**config.mk**
```make
export PLATFORM = sky130hd
export DESIGN_NAME = lidar_packet_deframer_unit
export DESIGN_NICKNAME = d
export VERILOG_FILES = /design/src/hw/rtl/lpd_pkg.sv /design/src/hw/rtl/lidar_packet_deframer_unit.sv /design/src/hw/rtl/lpd_front.sv /design/src/hw/rtl/lpd_queue.sv /design/src/hw/rtl/lpd_back.sv
export SDC_FILE = /design/constraint.sdc
export NUM_CORES = 1
export LEC_CHECK = 0
export BUFFER_PORTS_ARGS = -buffer_cell sky130_fd_sc_hd__buf_2
export CAP_MARGIN = 20
export CORE_ASPECT_RATIO = 1.4
export CORE_MARGIN = 5
export CORE_UTILIZATION = 60
export CTS_CLUSTER_DIAMETER = 30
export DETAILED_ROUTE_END_ITERATION = 6
export PLACE_DENSITY_LB_ADDON = 0.3
export SYNTH_ARGS = -nofsm -noshare
export SYNTH_HDL_FRONTEND = slang
export SYNTH_SLANG_ARGS = --single-unit
```
**constraint.sdc**
```tcl
create_clock -name clk -period 18.44 [get_ports clk]
set_input_delay 3.688 -clock clk [delete_from_list [all_inputs] [get_ports clk]]
set_output_delay 3.688 -clock clk [all_outputs]
set_load 0.02 [all_outputs]
```
**src/hw/rtl/lpd_pkg.sv**
```systemverilog
package lpd_pkg;

  // Last packet byte that carries decoded data (index, speed, four measurements)
  localparam int BODY_LAST = 19;
  localparam int MEAS_BYTES = 16;

  localparam logic [7:0] IDX_LO = 8'hA0;
  localparam logic [7:0] IDX_HI = 8'hF9;
  localparam int INVALID_BIT = 7;
  localparam logic [6:0] LAST_PNUM = 7'd89;
  localparam logic [1:0] LAST_SLOT = 2'd3;

  localparam logic STATUS_MEAS = 1'b0;
  localparam logic STATUS_BAD = 1'b1;

  localparam int QDEPTH = 2;
  localparam int QPTR_W = 1;

  typedef struct packed {
    logic bad;
    logic [6:0] pnum;
    logic [15:0] speed;
    logic [MEAS_BYTES-1:0][7:0] meas;
    logic [31:0] good_cnt;
    logic [31:0] bad_cnt;
  } pkt_desc_t;

endpackage

```
**src/hw/rtl/lidar_packet_deframer_unit.sv**
```systemverilog
// Lidar packet deframer. Takes one byte of the lidar serial stream per cycle
// unless in_stall is high, skips bytes until one equals sync_byte, then gathers
// PACKET_BYTES bytes. A packet with an index outside A0h..F9h yields one result
// with status set; a good packet yields four measurement results, one per cycle
// while out_stall is low, each with its angle, distance, validity, intensity,
// speed and both packet counts. A finished packet goes into a two-entry
// descriptor queue and the output side drains it at one result per cycle while
// out_stall is low, so input bytes keep flowing while results wait. in_stall
// rises only when both queue entries are occupied, i.e. when the consumer of
// results holds out_stall for long. sync_byte may be written through the cfg
// channel (always ready) between packets.
module lidar_packet_deframer_unit import lpd_pkg::*; #(
  parameter int PACKET_BYTES = 22
) (
  input  logic        clk,
  input  logic        rst,
  input  logic        cfg_valid,
  output logic        cfg_ready,
  input  logic [7:0]  sync_byte,
  input  logic        in_valid,
  output logic        in_stall,
  input  logic [7:0]  data_byte,
  output logic        out_valid,
  input  logic        out_stall,
  output logic        status,
  output logic [8:0]  angle_deg,
  output logic [13:0] distance_mm,
  output logic        sample_valid,
  output logic [15:0] intensity,
  output logic [15:0] rpm_x64,
  output logic        last_of_packet,
  output logic        scan_end,
  output logic [31:0] good_packets,
  output logic [31:0] rejected_packets
);

  logic [7:0] start_code;
  logic       q_push;
  logic       q_full;
  logic       q_pop;
  logic       q_empty;
  pkt_desc_t  q_wr_data;
  pkt_desc_t  q_rd_data;

  assign cfg_ready = 1'b1;

  always_ff @(posedge clk) begin
    if (rst) begin
      start_code <= 8'd250;
    end else if (cfg_valid && cfg_ready) begin
      start_code <= sync_byte;
    end
  end

  lpd_front #(
    .PACKET_BYTES(PACKET_BYTES)
  ) u_front (
    .clk       (clk),
    .rst       (rst),
    .start_code(start_code),
    .in_valid  (in_valid),
    .in_stall  (in_stall),
    .data_byte (data_byte),
    .q_push    (q_push),
    .q_full    (q_full),
    .q_data    (q_wr_data)
  );

  lpd_queue u_queue (
    .clk    (clk),
    .rst    (rst),
    .push   (q_push),
    .wr_data(q_wr_data),
    .full   (q_full),
    .pop    (q_pop),
    .rd_data(q_rd_data),
    .empty  (q_empty)
  );

  lpd_back u_back (
    .clk             (clk),
    .rst             (rst),
    .q_empty         (q_empty),
    .q_data          (q_rd_data),
    .q_pop           (q_pop),
    .out_valid       (out_valid),
    .out_stall       (out_stall),
    .status          (status),
    .angle_deg       (angle_deg),
    .distance_mm     (distance_mm),
    .sample_valid    (sample_valid),
    .intensity       (intensity),
    .rpm_x64         (rpm_x64),
    .last_of_packet  (last_of_packet),
    .scan_end        (scan_end),
    .good_packets    (good_packets),
    .rejected_packets(rejected_packets)
  );

  a_no_push_when_full: assert property (@(posedge clk) disable iff (rst)
    q_push |-> !q_full)
    else $error("descriptor pushed into a full queue");

  a_bad_is_single: assert property (@(posedge clk) disable iff (rst)
    (out_valid && status == STATUS_BAD) |-> (last_of_packet && distance_mm == '0))
    else $error("bad packet result not closing its packet");

  a_packet_continues: assert property (@(posedge clk) disable iff (rst)
    (out_valid && !out_stall && !last_of_packet) |=> out_valid)
    else $error("measurement results of one packet not back to back");

  a_scan_end_angle: assert property (@(posedge clk) disable iff (rst)
    (out_valid && scan_end) |-> (status == STATUS_MEAS && angle_deg >= 9'd356))
    else $error("end of scan on a result outside the last packet");

endmodule

```
**src/hw/rtl/lpd_front.sv**
```systemverilog
module lpd_front import lpd_pkg::*; #(
  parameter int PACKET_BYTES = 22
) (
  input  logic       clk,
  input  logic       rst,
  input  logic [7:0] start_code,
  input  logic       in_valid,
  output logic       in_stall,
  input  logic [7:0] data_byte,
  output logic       q_push,
  input  logic       q_full,
  output pkt_desc_t  q_data
);

  localparam int POS_W = $clog2(PACKET_BYTES);

  logic             in_packet;
  logic [POS_W-1:0] pos;
  logic [7:0]       body [1:BODY_LAST];
  logic [7:0]       body_next [1:BODY_LAST];
  logic [31:0]      good_count;
  logic [31:0]      bad_count;
  logic             accept;
  logic             done;
  logic             idx_ok;

  assign in_stall = q_full;
  assign accept   = in_valid && !q_full;
  assign done     = accept && in_packet &&
                    (({1'b0, pos} + 1'b1) == PACKET_BYTES[POS_W:0]);

  // Overlay the current byte so the packet-closing byte reaches the descriptor
  always_comb begin
    for (int k = 1; k <= BODY_LAST; k++) begin
      body_next[k] = (in_packet && pos == POS_W'(k)) ? data_byte : body[k];
    end
  end

  assign idx_ok = body[1] inside {[IDX_LO:IDX_HI]};

  always_comb begin
    q_data.bad      = !idx_ok;
    q_data.pnum     = 7'(body[1] - IDX_LO);
    q_data.speed    = {body_next[3], body_next[2]};
    for (int j = 0; j < MEAS_BYTES; j++) begin
      q_data.meas[j] = body_next[4 + j];
    end
    q_data.good_cnt = idx_ok ? good_count + 32'd1 : good_count;
    q_data.bad_cnt  = idx_ok ? bad_count : bad_count + 32'd1;
  end

  assign q_push = done;

  always_ff @(posedge clk) begin
    if (rst) begin
      in_packet  <= 1'b0;
      pos        <= '0;
      good_count <= '0;
      bad_count  <= '0;
    end else if (accept) begin
      if (!in_packet) begin
        if (data_byte == start_code) begin
          in_packet <= 1'b1;
          pos       <= POS_W'(1);
        end
      end else if (done) begin
        in_packet  <= 1'b0;
        pos        <= '0;
        good_count <= q_data.good_cnt;
        bad_count  <= q_data.bad_cnt;
      end else begin
        pos <= pos + 1'b1;
      end
    end
  end

  always_ff @(posedge clk) begin
    if (accept) begin
      body <= body_next;
    end
  end

endmodule

```
**src/hw/rtl/lpd_queue.sv**
```systemverilog
module lpd_queue import lpd_pkg::*; (
  input  logic      clk,
  input  logic      rst,
  input  logic      push,
  input  pkt_desc_t wr_data,
  output logic      full,
  input  logic      pop,
  output pkt_desc_t rd_data,
  output logic      empty
);

  pkt_desc_t         mem [QDEPTH];
  logic [QPTR_W-1:0] wr_ptr;
  logic [QPTR_W-1:0] rd_ptr;
  logic [QPTR_W:0]   count;

  assign full    = (count == (QPTR_W+1)'(QDEPTH));
  assign empty   = (count == '0);
  assign rd_data = mem[rd_ptr];

  always_ff @(posedge clk) begin
    if (rst) begin
      wr_ptr <= '0;
      rd_ptr <= '0;
      count  <= '0;
    end else begin
      if (push) begin
        wr_ptr <= wr_ptr + 1'b1;
      end
      if (pop) begin
        rd_ptr <= rd_ptr + 1'b1;
      end
      if (push && !pop) begin
        count <= count + 1'b1;
      end else if (pop && !push) begin
        count <= count - 1'b1;
      end
    end
  end

  always_ff @(posedge clk) begin
    if (push) begin
      mem[wr_ptr] <= wr_data;
    end
  end

endmodule

```
**src/hw/rtl/lpd_back.sv**
```systemverilog
module lpd_back import lpd_pkg::*; (
  input  logic        clk,
  input  logic        rst,
  input  logic        q_empty,
  input  pkt_desc_t   q_data,
  output logic        q_pop,
  output logic        out_valid,
  input  logic        out_stall,
  output logic        status,
  output logic [8:0]  angle_deg,
  output logic [13:0] distance_mm,
  output logic        sample_valid,
  output logic [15:0] intensity,
  output logic [15:0] rpm_x64,
  output logic        last_of_packet,
  output logic        scan_end,
  output logic [31:0] good_packets,
  output logic [31:0] rejected_packets
);

  logic [1:0]  slot;
  logic        load;
  logic        last_now;
  logic [7:0]  b0, b1, b2, b3;
  logic [13:0] span_mm;

  assign load     = !q_empty && (!out_valid || !out_stall);
  assign last_now = q_data.bad || (slot == LAST_SLOT);
  assign q_pop    = load && last_now;

  always_comb begin
    b0      = q_data.meas[{slot, 2'd0}];
    b1      = q_data.meas[{slot, 2'd1}];
    b2      = q_data.meas[{slot, 2'd2}];
    b3      = q_data.meas[{slot, 2'd3}];
    span_mm = {b1[5:0], b0};
  end

  always_ff @(posedge clk) begin
    if (rst) begin
      out_valid <= 1'b0;
      slot      <= '0;
    end else begin
      if (load) begin
        out_valid <= 1'b1;
        slot      <= last_now ? 2'd0 : slot + 2'd1;
      end else if (!out_stall) begin
        out_valid <= 1'b0;
      end
    end
  end

  always_ff @(posedge clk) begin
    if (load) begin
      last_of_packet   <= last_now;
      good_packets     <= q_data.good_cnt;
      rejected_packets <= q_data.bad_cnt;
      if (q_data.bad) begin
        status       <= STATUS_BAD;
        angle_deg    <= '0;
        distance_mm  <= '0;
        sample_valid <= 1'b0;
        intensity    <= '0;
        rpm_x64      <= '0;
        scan_end     <= 1'b0;
      end else begin
        status       <= STATUS_MEAS;
        angle_deg    <= {q_data.pnum, slot};
        distance_mm  <= span_mm;
        sample_valid <= !b1[INVALID_BIT] && (span_mm != '0);
        intensity    <= {b3, b2};
        rpm_x64      <= q_data.speed;
        scan_end     <= (q_data.pnum == LAST_PNUM);
      end
    end
  end

endmodule

```
==> metrics <==
DR iter-0 viols 1,315; Die Y 279 um; Seq/Total Area, Yosys 73.1%; crit path kind primary input to flip-flop; Max-Cap Viols 0; maximum VDD drop 0.0932 mV; largest net degree at the start of global routing 196; cells resized by post-CTS repair 0; Syn Area/Cell 17.0 sq um; period utilization 33.8%; IO Pins 147; commonest non-fill, non-tap cell in the layout edfxtp_1; Post-Syn Instances 1,822; core area 51,000 sq um; FF+latch area 22,600 sq um; Highest Clock Rate 160 MHz; fin. max-slew vios 0; cell family with most CP delay buffers and inverters; cell row count 98; most frequent cells in the layout 695 x edfxtp_1, 207 x mux2_2, 144 x buf_2; clock root cell clkbuf_16; multi-input combinational cell area 7870 sq um; status finished clean; Buf/Inv on CP 3; setup TNS 0 ps; total power 4.05 mW; Clock Skews 27.1 ps; DIE WIDTH 202 um; Initial Util 60.6%; CP Capture Type flip-flop; Worst EP required 18,690 ps; Rel. slew slack 17.7%; critical path peak fanout 78; Ys Warns 0; first-pass GRT wire length 95.4 mm; vias in the first global route 17,100; Via density 6.03; CP cell instances buf_2, and3_1, nand3_4, inv_2, and2_4, buf_4; Synth Register Bits 781; Post-Syn Area 30,900 sq um; WP depth 6; CTS Buf Count 106; startpoint class of the critical path primary input; hold path depth 0; hold_buf cts 0; fin nets 2,024; measured slew at the worst slew-check pin 1230 ps; Syn Nets 1,852; Longest Clk Path Bufs 3; Clock transition at path regs 60 ps; setup violators final 0; ys flop type edfxtp_1; Crit path largest cell delay 960 ps; Worst EP arrival 6480 ps; Synth cell types 54; fill count 3,185; DRT Pass-1 Iters 6; Worst-Skew Late Latency 650 ps; HPWL after DPL 35.2 mm; RSZ-0062 raised after global routing no; via count 16,500; DRC 0; r2r worst-path depth 8; DR WL/cell 22.3 um; gr ovfl total 0; Async S/R FF share, synth 0%; drt total wl 61.0 mm; H-tree depth 3; Die ar. 56,200 sq um; PortBufs 145; Reg2Reg Launch Point u_front.pos[1]; Final ANT Viol Nets 0; Post-synth EDFFs 695; slowest CP cell buf_4; clk sink count 781; Worst Hold Class flip-flop to flip-flop; Routability Congestion 0.771; CTS tree built; Leakage 12.7 nW; Layout Area Growth over Synthesis 16.1%; antenna violations before repair 2; final hold violations 0; min-delay src u_front.body[144]; Pwr Density 113 nW/um^2; CP Launch Point in_valid; share of layout cells above drive strength 1 30.7%; postcts setup bufs 0; Tmin final 6240 ps; Tot GR Track Use 21.7%
## per-layer routing
layer | vias to the layer above | track usage [%] | routed length (um)
met1 | 8402 | 27.1 | 23600
met4 | 0 | 8.31 | 1700
met3 | 103 | 3.97 | 3400
li1 | 7499 | - | -
met2 | 508 | 38.2 | 32300
met5 | - | 0 | 0
## cell families (layout without fill, tap and decap cells)
kind of cell               after synthesis  count (layout)  share of synthesized area (%)
AOI/OAI and AO/OA                      168             168                           3.19
DFF                                    781             781                           73.1
xor gates and xnor gates                77              77                           2.18
buffers and inverters                  112             376                           1.50
muxes                                  309             309                           13.4
other                                    1               3                         0.0121
adders and majority gates                9               9                          0.364
and+or+nand+nor                        365             365                           6.28
## where the power goes
group          switching, mW  leakage, nW  internal, mW
Sequential           0.00525         7.57          1.93
Clock                  0.806         1.78          1.25
Combinational         0.0334         3.37        0.0158
Total                  0.845         12.7          3.20
## registers in the layout, indices dropped and copies added, names as in the netlist, 5 cells and up, named ones only
name,cells
u_queue.mem,424
u_front.body,148
u_back.good_packets,32
u_back.rejected_packets,32
u_front.bad_count,32
u_front.good_count,32
u_back.intensity,16
u_back.rpm_x64,16
u_back.distance_mm,14
u_back.angle_deg,9
start_code,8
u_front.pos,5
## synthesized netlist by cell type (2+ instances only)
master / instances / area, sq um
a2111oi_0: 2 / 17.5
a211o_1: 6 / 52.6
a21oi_1: 85 / 425
a31oi_1: 3 / 18.8
and2_1: 8 / 50.1
and3_1: 5 / 31.3
and4_1: 6 / 52.6
buf_1: 10 / 37.5
buf_2: 28 / 140
buf_4: 2 / 15.0
clkbuf_1: 53 / 199
dfxtp_1: 86 / 1720
edfxtp_1: 695 / 20900
ha_1: 9 / 113
inv_1: 15 / 56.3
inv_2: 3 / 11.3
mux2_2: 207 / 2330
mux2i_1: 39 / 390
mux4_2: 62 / 1400
nand2_1: 88 / 330
nand2b_1: 2 / 12.5
nand3_1: 19 / 95.1
nand3_2: 2 / 20.0
nand4_1: 31 / 194
nand4_2: 4 / 50.1
nand4b_1: 5 / 43.8
nor2_1: 95 / 357
nor2b_1: 7 / 43.8
nor3_1: 13 / 65.1
nor3b_1: 2 / 15.0
nor4_1: 6 / 37.5
o21ai_0: 30 / 150
o31ai_1: 36 / 270
o41ai_1: 2 / 17.5
or2_2: 3 / 18.8
or3_1: 25 / 156
or4_1: 36 / 270
xnor2_1: 33 / 289
xor2_1: 44 / 385
## path summary, 6_finish.rpt
kind,end,slack [ps]
worst min register to register,u_queue.mem[1][208],460
worst min-delay path,u_queue.mem[1][208],460
worst max register to register,u_queue.mem[1][124],13950
worst max-delay path,u_queue.mem[1][124],12200
## final cells by class
cell class	count	area share, %
sequential	781	63.0
multi-input combinational	929	21.9
inverter	19	0.220
timing repair buffer	157	2.32
antenna	2	0.0139
tap	650	2.27
clock inverter	81	2.47
clock buffer	119	7.82
## per-stage QoR
stage	util, %	instance area [sq um]	hold slack, ps	worst slack (ps)	instances
detailed placement	63.1	32200	438	11550	2536
finish	70.3	35900	457	12200	2738
global placement	63.1	32200	438	11660	2536
global route	70.3	35900	474	11980	2736
CTS	70.3	35900	448	12230	2736
floorplan	-	30900	421	4340	1822
## worst register-to-register path: stages (launching register included)
cell     delay (ps)
dfxtp_1         420
ha_1            400
and3_1          210
ha_1            250
nor3b_2         390
nand3_4         200
inv_2           280
and2_4          840
buf_4          1010
Power figures use the tool's default switching activity.
